==> src/hdl/sipm_pkg.sv <==
// Package: keyword table, method codes and shared types of the SIP method matcher.
package sipm_pkg;

  localparam int KEYWORD_COUNT   = 10;
  localparam int LONGEST_KEYWORD = 9;
  localparam int KW_TEXT_W       = 8 * LONGEST_KEYWORD;

  localparam logic [3:0] COUNT_LIMIT =
    4'(((LONGEST_KEYWORD + 1) > 15) ? 15 : (LONGEST_KEYWORD + 1));
  localparam logic [7:0] CASE_FOLD_MASK = 8'hDF;
  localparam logic [KEYWORD_COUNT-1:0] ALL_ALIVE = '1;

  typedef enum logic [3:0] {
    METHOD_GENERIC   = 4'd0,
    METHOD_ACK       = 4'd1,
    METHOD_BYE       = 4'd2,
    METHOD_CANCEL    = 4'd3,
    METHOD_INFO      = 4'd4,
    METHOD_INVITE    = 4'd5,
    METHOD_OPTIONS   = 4'd6,
    METHOD_PRACK     = 4'd7,
    METHOD_REFER     = 4'd8,
    METHOD_REGISTER  = 4'd9,
    METHOD_SUBSCRIBE = 4'd10
  } method_code_t;

  // Keyword k is method code k+1; text is right-aligned, first letter highest.
  localparam logic [KW_TEXT_W-1:0] KW_TEXT [KEYWORD_COUNT] = '{
    "ACK", "BYE", "CANCEL", "INFO", "INVITE",
    "OPTIONS", "PRACK", "REFER", "REGISTER", "SUBSCRIBE"
  };

  localparam logic [3:0] KW_LEN [KEYWORD_COUNT] = '{
    4'd3, 4'd3, 4'd6, 4'd4, 4'd6, 4'd7, 4'd5, 4'd5, 4'd8, 4'd9
  };

  typedef struct packed {
    logic       valid;
    logic [7:0] token_byte;
    logic       token_end;
  } byte_item_t;

  typedef struct packed {
    logic         load;
    method_code_t code;
  } match_result_t;

  // True when folded byte c equals letter pos of keyword k.
  function automatic logic kw_match(input logic [3:0] k, input logic [3:0] pos,
                                    input logic [7:0] c);
    logic [KW_TEXT_W-1:0] text;
    logic [3:0]           len;
    logic [3:0]           back;
    logic [7:0]           letter;
    text   = KW_TEXT[k];
    len    = KW_LEN[k];
    back   = len - 4'd1 - pos;
    letter = text[{back, 3'b000} +: 8];
    return (pos < len) && (letter == c);
  endfunction

endpackage

==> src/hdl/sip_method_keyword_matcher.sv <==
// Top level of the SIP method keyword matcher.
// Takes one method token byte per cycle while token_stall is low, case-folded,
// and on the byte flagged token_end gives one method_code item (0 generic,
// 1 ACK .. 10 SUBSCRIBE) for the token that equals a keyword in length and
// letters. The final byte passes through the input register, a combinational
// per-keyword compare and the result register, which presents the code until
// it is taken. Bytes keep flowing while a result waits; only a final byte
// stalls, and only while the previous result is still held. No clearing
// pass.
module sip_method_keyword_matcher (
  input  logic       clk,
  input  logic       rst,
  input  logic       token_valid,
  output logic       token_stall,
  input  logic [7:0] token_byte,
  input  logic       token_end,
  output logic       method_valid,
  input  logic       method_stall,
  output logic [3:0] method_code
);

  sipm_pkg::byte_item_t    item;
  sipm_pkg::match_result_t result;
  logic                    advance;

  assign advance = item.valid && (!item.token_end || !method_valid || !method_stall);

  sipm_in_reg u_in_reg (
    .clk         (clk),
    .rst         (rst),
    .token_valid (token_valid),
    .token_stall (token_stall),
    .token_byte  (token_byte),
    .token_end   (token_end),
    .advance     (advance),
    .item        (item)
  );

  sipm_match u_match (
    .clk     (clk),
    .rst     (rst),
    .item    (item),
    .advance (advance),
    .result  (result)
  );

  sipm_out_reg u_out_reg (
    .clk          (clk),
    .rst          (rst),
    .result       (result),
    .method_valid (method_valid),
    .method_stall (method_stall),
    .method_code  (method_code)
  );

endmodule

==> src/hdl/sipm_in_reg.sv <==
// Input register: holds one token byte item until the match stage takes it.
module sipm_in_reg (
  input  logic                clk,
  input  logic                rst,
  input  logic                token_valid,
  output logic                token_stall,
  input  logic [7:0]          token_byte,
  input  logic                token_end,
  input  logic                advance,
  output sipm_pkg::byte_item_t item
);

  logic       valid;
  logic [7:0] byte_q;
  logic       end_q;

  assign token_stall = valid && !advance;

  always_ff @(posedge clk) begin
    if (rst) begin
      valid <= 1'b0;
    end else if (token_valid && !token_stall) begin
      valid <= 1'b1;
    end else if (advance) begin
      valid <= 1'b0;
    end
  end

  always_ff @(posedge clk) begin
    if (token_valid && !token_stall) begin
      byte_q <= token_byte;
      end_q  <= token_end;
    end
  end

  assign item = '{valid: valid, token_byte: byte_q, token_end: end_q};

endmodule

==> src/hdl/sipm_match.sv <==
// Match stage: per-keyword compare, alive bits, byte count and code select.
module sipm_match (
  input  logic                   clk,
  input  logic                   rst,
  input  sipm_pkg::byte_item_t   item,
  input  logic                   advance,
  output sipm_pkg::match_result_t result
);

  logic [3:0]                         byte_count;
  logic [3:0]                         byte_count_next;
  logic [sipm_pkg::KEYWORD_COUNT-1:0] keyword_alive;
  logic [sipm_pkg::KEYWORD_COUNT-1:0] keyword_alive_next;

  logic [7:0]                         folded;
  logic [3:0]                         count_after;
  logic [sipm_pkg::KEYWORD_COUNT-1:0] alive_after;
  sipm_pkg::method_code_t             code;

  always_comb begin
    folded = item.token_byte & sipm_pkg::CASE_FOLD_MASK;
    for (int k = 0; k < sipm_pkg::KEYWORD_COUNT; k++) begin
      alive_after[k] = keyword_alive[k] && sipm_pkg::kw_match(4'(k), byte_count, folded);
    end
    count_after = (byte_count < sipm_pkg::COUNT_LIMIT) ? byte_count + 4'd1 : byte_count;
  end

  // Lowest keyword index wins.
  always_comb begin
    code = sipm_pkg::METHOD_GENERIC;
    for (int k = sipm_pkg::KEYWORD_COUNT - 1; k >= 0; k--) begin
      if (alive_after[k] && (sipm_pkg::KW_LEN[k] == count_after)) begin
        code = sipm_pkg::method_code_t'(4'(k + 1));
      end
    end
  end

  always_comb begin
    byte_count_next    = byte_count;
    keyword_alive_next = keyword_alive;
    if (advance) begin
      if (item.token_end) begin
        byte_count_next    = 4'd0;
        keyword_alive_next = sipm_pkg::ALL_ALIVE;
      end else begin
        byte_count_next    = count_after;
        keyword_alive_next = alive_after;
      end
    end
  end

  always_ff @(posedge clk) begin
    if (rst) begin
      byte_count    <= 4'd0;
      keyword_alive <= sipm_pkg::ALL_ALIVE;
    end else begin
      byte_count    <= byte_count_next;
      keyword_alive <= keyword_alive_next;
    end
  end

  assign result = '{load: advance && item.token_end, code: code};

endmodule

==> src/hdl/sipm_out_reg.sv <==
// Result register: holds the method code item until the consumer takes it.
module sipm_out_reg (
  input  logic                    clk,
  input  logic                    rst,
  input  sipm_pkg::match_result_t result,
  output logic                    method_valid,
  input  logic                    method_stall,
  output logic [3:0]              method_code
);

  logic                   valid;
  sipm_pkg::method_code_t code_q;

  always_ff @(posedge clk) begin
    if (rst) begin
      valid <= 1'b0;
    end else if (result.load) begin
      valid <= 1'b1;
    end else if (!method_stall) begin
      valid <= 1'b0;
    end
  end

  always_ff @(posedge clk) begin
    if (result.load) begin
      code_q <= result.code;
    end
  end

  assign method_valid = valid;
  assign method_code  = code_q;

endmodule

==> config.mk <==
export PLATFORM = sky130hd
export DESIGN_NAME = sip_method_keyword_matcher
export DESIGN_NICKNAME = d
export VERILOG_FILES = /design/src/hdl/sipm_pkg.sv /design/src/hdl/sip_method_keyword_matcher.sv /design/src/hdl/sipm_in_reg.sv /design/src/hdl/sipm_match.sv /design/src/hdl/sipm_out_reg.sv
export SDC_FILE = /design/constraint.sdc
export NUM_CORES = 1
export LEC_CHECK = 0
export BUFFER_PORTS_ARGS = -buffer_cell sky130_fd_sc_hd__buf_4
export CELL_PAD_IN_SITES_DETAIL_PLACEMENT = 0
export CELL_PAD_IN_SITES_GLOBAL_PLACEMENT = 1
export CORE_MARGIN = 4
export CORE_UTILIZATION = 42
export CTS_CLUSTER_DIAMETER = 80
export DETAILED_ROUTE_END_ITERATION = 8
export PLACE_DENSITY_LB_ADDON = 0.1
export SYNTH_ARGS = -nofsm -noshare
export SYNTH_HDL_FRONTEND = slang
export SYNTH_SLANG_ARGS = --single-unit
==> constraint.sdc <==
create_clock -name clk -period 3 [get_ports clk]
set_input_delay 0.6 -clock clk [delete_from_list [all_inputs] [get_ports clk]]
set_output_delay 0.6 -clock clk [all_outputs]
set_load 0.02 [all_outputs]
After elaboration in Yosys (flattened, before gate mapping). Cells that the tools add are included.

Bits in registers: 29.

Add/subtract/negate cells: 8. Order comparisons: 8. Eq/ne operators: 18. Shifts and indexed selects: 10. Muxes and demuxes: 16. Reduce and logical (&&, ||, !) cells: 44.

Operator list (number): $shiftx A72 B8 Y8 const A (10); $eq A8 B8 Y1 (10); $logic_and A1 B1 Y1 (34); $mux W4 (5); $eq A3 B4 Y1 const A (4); $lt A4 B3 Y1 const B (4); $sub A3 B4 Y4 const A (4); $lt A4 B4 Y1 const B (3); $mux W3 (4); $mux W10 (1); $eq A4 B4 Y1 const A (2); $sub A2 B4 Y4 const A (2); $reduce_or A7 Y1 (1); $logic_not A1 Y1 (5); $add A4 B1 Y4 const B (1); $eq A2 B4 Y1 const A (1); $lt A4 B2 Y1 const B (1); $mux W1 (4); $mux W2 (2); $sub A4 B4 Y4 const A (1); $reduce_or A3 Y1 (1); $logic_or A1 B1 Y1 (2); $ne A2 B1 Y1 const B (1); $reduce_bool A2 Y1 (1).

Logic depth before layout (Yosys ltp). Gate-level depths: netlist (run 1).

Word-level depth: 15. Depth in mapped cells: 14.

Modules after synthesis. A second synthesis (run 1) with hierarchy kept.

Cell total of the unflattened synthesis: 399. Area, all modules: 3154.3 µm².

By module, submodules not included: sipm_match (times used 1, cells an instance 375, area an instance 2660.1 µm²); sipm_in_reg (times used 1, cells an instance 15, area an instance 335.3 µm²); sipm_out_reg (times used 1, cells an instance 7, area an instance 148.9 µm²); sip_method_keyword_matcher (times used 1, cells an instance 2, area an instance 10.0 µm²).

Least setup slack after synthesis (run 1). No wires, ideal clock.

Kind: flip-flop to flip-flop. Start: register u_match.byte_count[1]. End: register u_out_reg.code_q[1], in the netlist u_out_reg.method_code[1], data pin. Library setup time: 0.154 ns. Arrival time: 2.993 ns. Data required time: 2.846 ns. Setup slack: -0.147 ns. Stages on the path, launching flop included: 11. Buffers on the path: 2. Cells stage by stage: dfxtp_1 clkbuf_1 inv_1 ha_1 clkbuf_1 mux2_2 o41ai_1 o31ai_1 or3_1 or2_1 a41oi_2.

Word-level cells in the longest chain between the ends: 15. Elaborated cells on any way between the ends: 83.

Ends and longest elaborated chain: start: declaration (line sipm_match.sv:10) `logic [3:0] byte_count;`; start signal: assignment (line sipm_match.sv:57) `byte_count <= byte_count_next;`; $sub A4 B4 Y4 (line sipm_pkg.sv:57) `back = len - 4'd1 - pos;`; $shiftx A72 B8 Y8 (line sipm_pkg.sv:58) `letter = text[{back, 3'b000} +: 8];`; $eq A8 B8 Y1 (line sipm_pkg.sv:59) `return (pos < len) && (letter == c);`; $logic_and A1 B1 Y1 (line sipm_pkg.sv:59); $logic_and A1 B1 Y1 (line sipm_match.sv:23) `alive_after[k] = keyword_alive[k] && sipm_pkg::kw_match(4'(k), byte_count, folded);`; $logic_and A1 B1 Y1 (line sipm_match.sv:32) `if (alive_after[k] && (sipm_pkg::KW_LEN[k] == count_after)) begin`; $mux W4 (3 in series) (line sipm_match.sv:32); $mux W3 (4 in series) (line sipm_match.sv:32); $mux W2 (2 in series) (line sipm_match.sv:32); end signal: assignment (line sipm_out_reg.sv:26) `code_q <= result.code;`; end: declaration (line sipm_out_reg.sv:12) `sipm_pkg::method_code_t code_q;`.

Parallel ways exist; a longest one is shown, timed or not. A chain may end at the register's enable or synchronous reset.

Worst setup path in the final report (run 1).
Start: register u_match.byte_count[1]. End: register u_out_reg.code_q[2], in the netlist u_out_reg.method_code[2], data pin.

Word-level cells in the longest chain between the ends: 12. Elaborated cells on any way between the ends: 73.

Ends and longest elaborated chain (line): $sub A3 B4 Y4 (sipm_pkg.sv:57); $shiftx A72 B8 Y8 (sipm_pkg.sv:58); $eq A8 B8 Y1 (sipm_pkg.sv:59); $logic_and A1 B1 Y1 (sipm_pkg.sv:59); $logic_and A1 B1 Y1 (sipm_match.sv:23); $logic_and A1 B1 Y1 (sipm_match.sv:32); $mux W4 (2 in series) (sipm_match.sv:32); $mux W3 (4 in series) (sipm_match.sv:32).

Parallel ways exist; a longest one is shown, timed or not.

==> results.sh, run 1 <==
export IMPL_worst_endpoint_required_ns=3.17
export IMPL_io_pins=19
export IMPL_whs_path_depth=1
export IMPL_r2r_setup_slack_ns=0.16
export IMPL_grt_antenna_before_repair=0
export IMPL_drive_above_1_share_pct=20.3
export IMPL_detail_route_wl_per_cell_um=19.2
export IMPL_worst_ep_arrival_time_ns=3.01
export IMPL_power_switching_mw=0.304
export IMPL_min_from="token_byte[3]"
export IMPL_cts_root_to_sink_buffers=2
export IMPL_slew_of_the_pin_with_the_lowest_slew_margin_ns=0.808
export IMPL_drt_iter0_markers=261
export IMPL_hpwl_mm=7.35
export IMPL_clk_pin_slew_worst_paths_ns=0.12
export IMPL_min_period_over_period_pct=94.5
export IMPL_insertion_delay_ns=0.29
export IMPL_crit_reg2reg_launch="u_match.byte_count[1]"
export IMPL_critPathMaxStageDelay_ns=0.60
export IMPL_portBuffers=17
export IMPL_holdPathEnd="u_in_reg.byte_q[3]"
export IMPL_synthDominantCellAreaShare_pct=11.9
export IMPL_grt_remaining_overflow=0
export IMPL_critical_path_class="reg2reg"
export IMPL_grt_pass1_wl_mm=15.4
export IMPL_worstReg2RegEnd="u_out_reg.method_code[2]"
export IMPL_rows=30
export IMPL_synth_seq_area_share_pct=22.6
export IMPL_total_drc_errors_in_the_routed_layout=0
export IMPL_period_needed_ns=2.84
export IMPL_final_core_util_pct=51.2
export IMPL_yosys_area_top_type="edfxtp_1"
export IMPL_detail_route_wirelength_mm=9.71
export IMPL_synth_cells=381
export IMPL_reg2reg_depth=11
export IMPL_clock_power_share_pct=30.3
export IMPL_ys_types=69
export IMPL_number_of_enable_flip_flop_cells_after_synthesis=12
export IMPL_proportion_of_register_bits_with_asynchronous_set_or_reset_after_synthesis_pct=0
export IMPL_synth_seq_cells=28
export IMPL_ys_flop_type="dfxtp_1"
export IMPL_share_seq_of_total_power_pct=45.5
export IMPL_cellInternalPower_mw=0.668
export IMPL_syn_mean_instance_area_sq_um=7.92
export IMPL_post_route_worst_setup_slack_ns=0.164
export IMPL_power_density_mw_per_mm2=276
export IMPL_syn_to_final_growth_pct=16.6
export IMPL_yosysWarnings=0
export IMPL_postCtsSetupRepairBufs=0
export IMPL_tritoncts_num_sinks=28
export IMPL_netlist_area_sq_mm=0.00302
export IMPL_cp_common_cell="inv_1"
export IMPL_switching_share_pct=31.3
export IMPL_ys_top_cells_by_area="edfxtp_1 (12%), dfxtp_1 (11%), ha_1 (8.7%)"
export IMPL_critPathLaunchType="register"
export IMPL_cts_htree_levels=1
export IMPL_power_static_leakage_nw=1.36
export IMPL_cap_violations=0
export IMPL_cpMaxStageDelayCell="or4_4"
export IMPL_preCtsSetupSlack_ns=0.0450
export IMPL_grt_total_usage_pct=23.0
export IMPL_ir_worst_vdd_v=0.000164
export IMPL_final_net_count=444
export IMPL_timing_final_setup_violations=0
export IMPL_skew_ns=0.00160
export IMPL_power_frac_comb_pct=24.2
export IMPL_worstPathCellList="inv_1 -> ha_1 -> inv_1 -> ha_2 -> mux2i_2 -> nor2_1 -> a31oi_1 -> a32oi_1 -> or4_4 -> o221ai_1 -> and3b_1"
export IMPL_class_of_the_tightest_hold_or_removal_check="in2reg"
export IMPL_die_x_um=92.8
export IMPL_outcome="completed"
export IMPL_timing_slew_headroom_pct=46.2
export IMPL_critical_path_peak_fanout=8
export IMPL_finalMaxSlewViolations=0
export IMPL_die_height_um=92.8
export IMPL_total_iterations_of_the_first_detailed_routing_run=5
export IMPL_syn_num_nets=415
export IMPL_avgViaCountPerCell=5.98
export IMPL_first_global_vias=2862
export IMPL_fmax_ghz=0.353
export IMPL_design_core_area_sq_mm=0.00687
export IMPL_place_gp_congestion=0.932
export IMPL_final_cell_area_sq_mm=0.00352
export IMPL_numCtsBuffers=3
export IMPL_placed_inst_area_sq_mm=0.00341
export IMPL_num_antenna_cells=0
export IMPL_initial_utilization_pct=43.9
export IMPL_pin_count_of_the_biggest_net_entering_global_routing=23
export IMPL_drt_antenna_violating_nets=0
export IMPL_cts_tree="done"
export IMPL_detailroute_via_count=3021
export IMPL_setup_worst_path_end_class="register"
export IMPL_fp_dieArea_sq_mm=0.00861
export IMPL_ctsRootBufferMaster="clkbuf_8"
export IMPL_final_hold_viol_count=0
==> cell usage after synthesis (2+ instances only) <==
cell type  number
a2111oi_0       3
a211o_1         3
a211oi_1        2
a21o_1          5
a21oi_1        26
a21oi_2         2
a221oi_1        2
a22oi_1         2
a31oi_1         8
and3_1          6
buf_1           4
buf_2           6
buf_4           2
clkbuf_1       15
dfxtp_1        16
edfxtp_1       12
ha_1           21
inv_1          16
mux2_2          3
mux2i_1         7
nand2_1        22
nand2b_1        8
nand3_1         8
nand4_1         5
nand4b_1        3
nor2_1         23
nor2b_1         9
nor3_1         20
nor3b_1         3
nor4_1          7
nor4b_1         2
o2111ai_1       5
o211ai_1        4
o21a_1          4
o21ai_0        21
o221ai_1        3
o31ai_1         7
o41ai_1         2
or2_2           3
or3_1           7
or4_1           3
xnor2_1        16
xnor2_2         2
xor2_1          8
==> kinds of logic after synthesis <==
kind of cell	after synthesis	synth area share, %
compound gates	111	24.9
xor+xnor	26	8.04
fa+ha+maj	21	8.71
buf+inv	44	6.05
flops	28	22.6
mux	10	3.44
simple gates	141	26.3
==> layout make-up <==
cell class,count,area [sq um]
fill,678,3350
multi-input combinational,309,2200
sequential,28,684
timing repair buffer,51,383
tap,96,120
clock buffer,4,66.3
inverter,17,66.3
==> power groups by stage <==
stage / logic [mW] / registers, mW / clock network (mW)
3_5_place_dp: 0.229 / 0.450 / 0
2_1_floorplan: 0.161 / 0.438 / 0
6_report: 0.235 / 0.442 / 0.295
5_1_grt: 0.259 / 0.445 / 0.315
3_3_place_gp: 0.227 / 0.450 / 0
4_1_cts: 0.231 / 0.441 / 0.298
==> worst max-delay path by stage <==
| stage | from | slack, ns | depth (start not counted) | end |
|---|---|---|---|---|
| 6_report | u_match.byte_count[1] | 0.16 | 11 | u_out_reg.method_code[2] |
| 4_1_cts | u_match.byte_count[2] | 0.05 | 9 | u_out_reg.method_code[2] |
| 3_3_place_gp | u_match.byte_count[2] | 0.07 | 9 | u_out_reg.method_code[3] |
| 5_1_grt | u_match.byte_count[0] | -0.01 | 9 | u_out_reg.method_code[2] |
| 3_5_place_dp | u_match.byte_count[2] | 0.04 | 10 | u_out_reg.method_code[2] |
| 2_1_floorplan | u_match.byte_count[0] | 0.03 | 11 | u_out_reg.method_code[1] |
==> registers in the layout, indices dropped and copies added, names as in the netlist <==
name	flops
u_in_reg.valid	1
u_out_reg.method_code	4
u_in_reg.byte_q	7
u_in_reg.end_q	1
u_match.keyword_alive	10
u_out_reg.method_valid	1
u_match.byte_count	4
==> stage by stage <==
step	std cells	power, mW	hold slack, ns	setup TNS, ns
global route	505	1.02	0.463	-0.0124
detailed placement	501	0.679	0.444	0
finish	505	0.971	0.471	0
CTS	505	0.970	0.471	0
floorplan	381	0.599	0.428	0
global placement	501	0.677	0.438	0
==> routing by layer <==
layer / track usage (%) / part of all wire (%) / vias up
li1: - / - / 1486
met1: 32.5 / 48 / 1422
met2: 36.1 / 44 / 99
met3: 3.66 / 5.7 / 14
met4: 6.47 / 2.2 / 0
met5: 0 / 0 / -
==> layout by cell type, fill, tap and decap left out, drive strengths merged, types with 3 or more instances in the layout <==
cell type,instances
a2111oi,3
a211o,3
a21o,5
a21oi,28
a31oi,8
and3,6
buf,51
clkbuf,4
dfxtp,16
edfxtp,12
ha,21
inv,17
mux2,3
mux2i,7
nand2,22
nand2b,9
nand3,8
nand4,5
nand4b,3
nor2,23
nor2b,9
nor3,21
nor3b,4
nor4,7
o2111ai,5
o211ai,4
o21a,4
o21ai,22
o221ai,3
o31ai,7
or2,5
or3,8
or4,3
xnor2,18
xor2,8
==> worst max-delay path, delay by kind of cell, from the launching register on <==
kind            cells  cell delay [ns]
fa+ha+maj           2             0.59
compound gates      3             0.42
flops               1             0.37
simple gates        3             0.87
mux                 1             0.31
buf+inv             2             0.15
==> timing repair <==
action                                  CTS  global route
pin swaps                                 0             0
resized for setup                         1            11
hold buffers                              0             0
endpoints found under the setup margin    1             4
No activity file was read; power rests on OpenSTA's default activity.
==> run 2, diff against run 1 <==
- ABC_AREA: not set -> 1
- CORE_UTILIZATION: 42 -> 39
==> run 2 against run 1 <==
Compared with the run above:
- clock power fell by 32%
- critical path type unchanged
- critical endpoint is now u_out_reg.method_code[3]
- largest cell class unchanged
- setup slack better by 0.093 ns
- final area fell by 7.0%
- hold slack improved by 0.0072 ns
- sequential share of layout area is 1.4 points higher
==> results.sh, run 2 <==
export IMPL_ir_worst_vdd_v=0.000382
export IMPL_worst_ep_arrival_time_ns=2.87
export IMPL_detail_route_wl_per_cell_um=16.0
export IMPL_layout_common_cells="nand2_1 (177), nand3_1 (57), nor2_1 (55)"
export IMPL_crit_buf_inv=3
export IMPL_proportion_of_register_bits_with_asynchronous_set_or_reset_after_synthesis_pct=0
export IMPL_portBuffers=17
export IMPL_total_drc_errors_in_the_routed_layout=0
export IMPL_class_of_the_tightest_hold_or_removal_check="reg2reg"
export IMPL_detail_route_wirelength_mm=9.88
export IMPL_insertion_delay_ns=0.27
export IMPL_worstPathCellList="inv_1 -> ha_1 -> inv_1 -> ha_1 -> inv_2 -> o21ai_0 -> nand2_1 -> nand3_1 -> nand2_1 -> nor2_1 -> nand3_1 -> nand2_1 -> nor2_1 -> nor3_2"
export IMPL_cts_tree="done"
export IMPL_avgViaCountPerCell=5.22
export IMPL_cts_root_to_sink_buffers=2
export IMPL_initial_utilization_pct=40.6
export IMPL_drive_above_1_share_pct=9.46
export IMPL_cts_hold_buffers_added=0
export IMPL_power_frac_comb_pct=26.9
export IMPL_power_density_mw_per_mm2=266
export IMPL_rsz_0062_raised_after_global_routing="false"
export IMPL_timing_slew_headroom_pct=57.8
export IMPL_whs_path_depth=2
export IMPL_critical_path_peak_fanout=9
export IMPL_yosys_area_top_type="nand2_1"
export IMPL_syn_mean_instance_area_sq_um=5.98
export IMPL_critPathLaunchType="register"
export IMPL_design_core_area_sq_mm=0.00737
export IMPL_num_antenna_cells=0
export IMPL_netlist_area_sq_mm=0.00300
export IMPL_most_common_cell_after_layout_fill_and_taps_aside="nand2_1"
export IMPL_pin_count_of_the_biggest_net_entering_global_routing=18
export IMPL_grt_antenna_before_repair=0
export IMPL_share_seq_of_total_power_pct=50.0
export IMPL_outcome="completed"
export IMPL_ctsRootBufferMaster="clkbuf_8"
export IMPL_synth_most_common_cell="nand2_1"
export IMPL_slew_of_the_pin_with_the_lowest_slew_margin_ns=0.631
export IMPL_drt_iter0_markers=241
export IMPL_drt_antenna_violating_nets=0
export IMPL_yosysWarnings=0
export IMPL_cpMaxStageDelayCell="ha_1"
export IMPL_finalMaxSlewViolations=0
export IMPL_synth_top_cells_by_count="nand2_1 (177), nand3_1 (57), nor2_1 (55), inv_1 (46), a21oi_1 (25)"
export IMPL_ys_flop_type="dfxtp_1"
export IMPL_final_core_util_pct=44.4
export IMPL_clock_power_share_pct=23.1
export IMPL_min_period_over_period_pct=91.4
export IMPL_cellInternalPower_mw=0.589
export IMPL_fp_dieArea_sq_mm=0.00915
export IMPL_numCtsBuffers=3
export IMPL_die_x_um=95.6
export IMPL_syn_to_final_growth_pct=9.23
export IMPL_synth_cells=501
export IMPL_cts_htree_levels=1
export IMPL_cts_resized=0
export IMPL_power_switching_mw=0.279
export IMPL_critical_path_class="reg2reg"
export IMPL_synth_seq_cells=28
export IMPL_clk_pin_slew_worst_paths_ns=0.09
export IMPL_number_of_enable_flip_flop_cells_after_synthesis=12
export IMPL_hpwl_mm=7.58
export IMPL_synth_seq_area_share_pct=22.7
export IMPL_skew_ns=0.00611
export IMPL_worst_path_stages=14
export IMPL_fin_tns_setup_ns=0
export IMPL_postCtsSetupRepairBufs=0
export IMPL_num_fill_cells=824
export IMPL_setup_worst_path_end_class="register"
export IMPL_finalPower_mw=0.869
export IMPL_grt_total_usage_pct=23.1
export IMPL_first_global_vias=3023
export IMPL_synthDominantCellAreaShare_pct=22.2
export IMPL_ys_top_cells_by_area="nand2_1 (22%), edfxtp_1 (12%), dfxtp_1 (11%)"
export IMPL_largest_register_ff_count=10
export IMPL_place_gp_congestion=0.898
export IMPL_io_pins=19
export IMPL_reg2reg_depth=14
export IMPL_cap_violations=0
export IMPL_final_net_count=553
export IMPL_cpLargestDelayFamily="simple AND/OR/NAND/NOR gates"
export IMPL_reg_with_most_ffs="u_match.keyword_alive"
export IMPL_largest_registers="u_match.keyword_alive: 10 flops, u_in_reg.byte_q: 7 flops"
export IMPL_ys_types=30
export IMPL_rows=31
export IMPL_power_static_leakage_nw=1.69
export IMPL_detailroute_via_count=3219
export IMPL_critPathMaxStageDelay_ns=0.47
export IMPL_switching_share_pct=32.2
export IMPL_grt_remaining_overflow=0
export IMPL_cp_common_cell="nand2_1"
export IMPL_syn_num_nets=535
export IMPL_worst_endpoint_required_ns=3.12
export IMPL_tritoncts_num_sinks=28
export IMPL_fmax_ghz=0.365
export IMPL_grt_pass1_wl_mm=15.8
export IMPL_period_needed_ns=2.74
export IMPL_final_hold_viol_count=0
export IMPL_timing_final_setup_violations=0
export IMPL_die_height_um=95.6
export IMPL_total_iterations_of_the_first_detailed_routing_run=5
## run 2: cell count changes after synthesis, sizes merged, moves of 10 or more
| cell | previous run | this run |
|---|---|---|
| xnor2 | 18 | 0 |
| nand4 | 5 | 15 |
| nand3 | 8 | 61 |
| nor3 | 21 | 5 |
| clkbuf | 15 | 4 |
| inv | 17 | 51 |
| nand2 | 22 | 183 |
| nor2 | 23 | 57 |
## run 2: metal layers
metal	vias up	global-route usage, %	wire (um)
li1	1658	-	-
met1	1464	31.0	4500
met2	75	38.7	4730
met3	22	2.68	407
met4	0	6.52	244
met5	-	0	0
## run 2: final timing paths
kind,slack (ns),start,endpoint
setup / recovery,0.26,u_match.byte_count[1],u_out_reg.method_code[3]
hold / removal,0.48,u_match.keyword_alive[3],u_match.keyword_alive[3]
setup reg to reg,0.26,u_match.byte_count[1],u_out_reg.method_code[3]
hold reg to reg,0.48,u_match.keyword_alive[3],u_match.keyword_alive[3]
## run 2: area by class of cell
cell class,count,area (sq um),share of cell area [%]
inverters,55,211,6.46
clock buffers,3,41.3,1.26
multi-input cells,404,2010,61.4
flip-flops and latches,28,681,20.8
well taps,99,124,3.79
repair buffers,27,203,6.20
clock inverters,1,3.75,0.115
## run 2: worst min-delay path, cell delays in order (launching register included)
cell and delay, ns:
dfxtp_1 0.34, a21oi_1 0.06, nand2_1 0.05
## run 2: power groups by stage
stage	Sequential, mW	Clock [mW]	Combinational [mW]
after floorplan	0.437	0	0.159
after global placement	0.443	0	0.229
after detailed placement	0.443	0	0.230
after CTS	0.434	0.209	0.231
after global routing	0.436	0.225	0.264
final	0.434	0.201	0.233
## run 2: stage by stage
step / hold WS (ns) / cell area, sq um / std cells / worst slack, ns
6_report: 0.478 / 3270 / 617 / 0.258
5_1_grt: 0.486 / 3270 / 617 / 0.00634
4_1_cts: 0.481 / 3270 / 617 / 0.335
3_5_place_dp: 0.457 / 3230 / 613 / 0.340
3_3_place_gp: 0.450 / 3230 / 613 / 0.380
2_1_floorplan: 0.441 / 3000 / 501 / 0.520
## run 2: cells by family (layout without fill, tap and decap cells)
kind of cell	count (synthesis)	in the layout	synth area share [%]
xor+xnor	10	10	2.92
buf+inv	69	86	10.2
simple gates	323	323	46.4
flops	28	28	22.7
fa+ha+maj	21	21	8.77
compound gates	50	50	8.94
==> run 3, diff against run 2 <==
- MAX_ROUTING_LAYER: not set -> met4
==> run 3 against run 2 <==
Compared with the run above:
- clock-buffer cell count unchanged
- hold slack better by 0.00058 ns
- global-route usage grew 1.0 points
- flip-flop and latch count stayed put
- fmax is 1.4% higher
- register-to-register slack better by 0.04 ns
- cell count increased by 0.16%
- sequential share of layout area about the same
- clock power increased by 5%
- via count rose by 2.2%
- clock skew fell by 0.0030 ns
- core utilization grew 0.10 points
- critical path type unchanged
- critical endpoint unchanged
- largest cell class unchanged
==> results.sh, run 3 (synthesized netlist as in run 2, its figures left out) <==
export IMPL_grt_remaining_overflow=0
export IMPL_place_gp_congestion=0.910
export IMPL_cp_common_cell="nand2_1"
export IMPL_critical_path_class="reg2reg"
export IMPL_final_cells=618
export IMPL_final_core_util_pct=44.5
export IMPL_insertion_delay_ns=0.28
export IMPL_class_of_the_tightest_hold_or_removal_check="reg2reg"
export IMPL_initial_utilization_pct=40.6
export IMPL_final_cell_area_sq_mm=0.00328
export IMPL_num_fill_cells=845
export IMPL_detail_route_wl_per_cell_um=16.6
export IMPL_worst_endpoint_required_ns=3.13
export IMPL_die_height_um=95.6
export IMPL_detail_route_wirelength_mm=10.2
export IMPL_num_antenna_cells=0
export IMPL_timing_slew_headroom_pct=57.9
export IMPL_rsz_0062_raised_after_global_routing="false"
export IMPL_critPathMaxStageDelay_ns=0.47
export IMPL_ir_worst_vdd_v=0.000237
export IMPL_worst_ep_arrival_time_ns=2.84
export IMPL_detailroute_via_count=3291
export IMPL_final_hold_viol_count=0
export IMPL_largest_registers="u_match.keyword_alive: 10 flops, u_in_reg.byte_q: 7 flops"
export IMPL_first_global_vias=3001
export IMPL_cts_resized=0
export IMPL_power_static_leakage_nw=1.69
export IMPL_dp_cells=614
export IMPL_io_pins=19
export IMPL_drt_antenna_violating_nets=0
export IMPL_cap_violations=0
export IMPL_grt_total_usage_pct=24.1
export IMPL_fmax_ghz=0.370
export IMPL_critical_path_peak_fanout=9
export IMPL_drive_above_1_share_pct=9.63
export IMPL_design_core_area_sq_mm=0.00737
export IMPL_slew_of_the_pin_with_the_lowest_slew_margin_ns=0.630
export IMPL_period_needed_ns=2.71
export IMPL_grt_pass1_wl_mm=16.1
export IMPL_setup_worst_path_end_class="register"
export IMPL_hpwl_mm=7.66
export IMPL_drt_iter0_markers=279
export IMPL_worstPathCellList="inv_1 -> ha_1 -> inv_1 -> ha_1 -> inv_2 -> o21ai_0 -> nand2_1 -> nand3_1 -> nand2_1 -> nor2_1 -> nand3_1 -> nand2_1 -> nor2_1 -> nor3_2"
export IMPL_most_common_cell_after_layout_fill_and_taps_aside="nand2_1"
export IMPL_finalPower_mw=0.883
export IMPL_fp_dieArea_sq_mm=0.00915
export IMPL_placed_inst_area_sq_mm=0.00323
export IMPL_clk_pin_slew_worst_paths_ns=0.10
export IMPL_cts_root_to_sink_buffers=2
export IMPL_cpMaxStageDelayCell="ha_1"
export IMPL_syn_to_final_growth_pct=9.48
export IMPL_outcome="completed"
export IMPL_critPathLaunchType="register"
export IMPL_total_drc_errors_in_the_routed_layout=0
export IMPL_skew_ns=0.00311
export IMPL_crit_buf_inv=3
export IMPL_tritoncts_num_sinks=28
export IMPL_min_period_over_period_pct=90.2
export IMPL_cpLargestDelayFamily="simple AND/OR/NAND/NOR gates"
export IMPL_post_route_worst_setup_slack_ns=0.295
export IMPL_ctsRootBufferMaster="clkbuf_8"
export IMPL_numCtsBuffers=3
export IMPL_postCtsSetupRepairBufs=0
export IMPL_preCtsSetupSlack_ns=0.408
export IMPL_cts_htree_levels=1
export IMPL_portBuffers=17
export IMPL_avgViaCountPerCell=5.33
export IMPL_grt_antenna_before_repair=0
export IMPL_timing_final_setup_violations=0
export IMPL_pin_count_of_the_biggest_net_entering_global_routing=18
export IMPL_power_density_mw_per_mm2=269
export IMPL_reg_with_most_ffs="u_match.keyword_alive"
export IMPL_final_net_count=554
export IMPL_fin_tns_setup_ns=0
export IMPL_cts_hold_buffers_added=0
export IMPL_largest_register_ff_count=10
export IMPL_layout_common_cells="nand2_1 (177), nand3_1 (57), nor2_1 (55)"
export IMPL_total_iterations_of_the_first_detailed_routing_run=5
export IMPL_rows=31
export IMPL_hold_ws_ns=0.479
export IMPL_finalMaxSlewViolations=0
export IMPL_cts_tree="done"
export IMPL_die_x_um=95.6
## run 3: routing by layer
| layer | routed length, um | up-vias | GRT usage [%] | part of all wire [%] |
|---|---|---|---|---|
| li1 | - | 1659 | - | - |
| met4 | 369 | 0 | 8.53 | 3.6 |
| met1 | 4540 | 1501 | 31.5 | 44 |
| met3 | 479 | 26 | 3.24 | 4.7 |
| met5 | 0 | - | - | 0 |
| met2 | 4860 | 105 | 38.0 | 47 |
## run 3: worst min-delay path: stages, from the launching register on
cell and delay [ns]:
dfxtp_1 0.34, a21oi_1 0.06, nand2_1 0.05
## run 3: area by class of cell
cell class	instances	area, sq um	share of cell area, %
inverters	55	211	6.45
clock buffers	3	41.3	1.26
well taps	99	124	3.78
clock inverters	1	3.75	0.114
multi-input cells	404	2010	61.2
repair buffers	28	210	6.41
flip-flops and latches	28	681	20.8
## run 3: report_power, final
part           switching (mW)  total, mW  internal, mW
Combinational           0.155      0.236        0.0809
Clock                   0.120      0.212        0.0921
Sequential             0.0176      0.435         0.417
Total                   0.293      0.883         0.590
## run 3: path summary, 6_finish.rpt
| check | start | endpoint | slack (ns) | cells past startpoint |
|---|---|---|---|---|
| max | u_match.byte_count[1] | u_out_reg.method_code[3] | 0.29 | 14 |
| min | u_match.keyword_alive[1] | u_match.keyword_alive[1] | 0.48 | 2 |
| max reg2reg | u_match.byte_count[1] | u_out_reg.method_code[3] | 0.29 | 14 |
| min reg2reg | u_match.keyword_alive[1] | u_match.keyword_alive[1] | 0.48 | 2 |
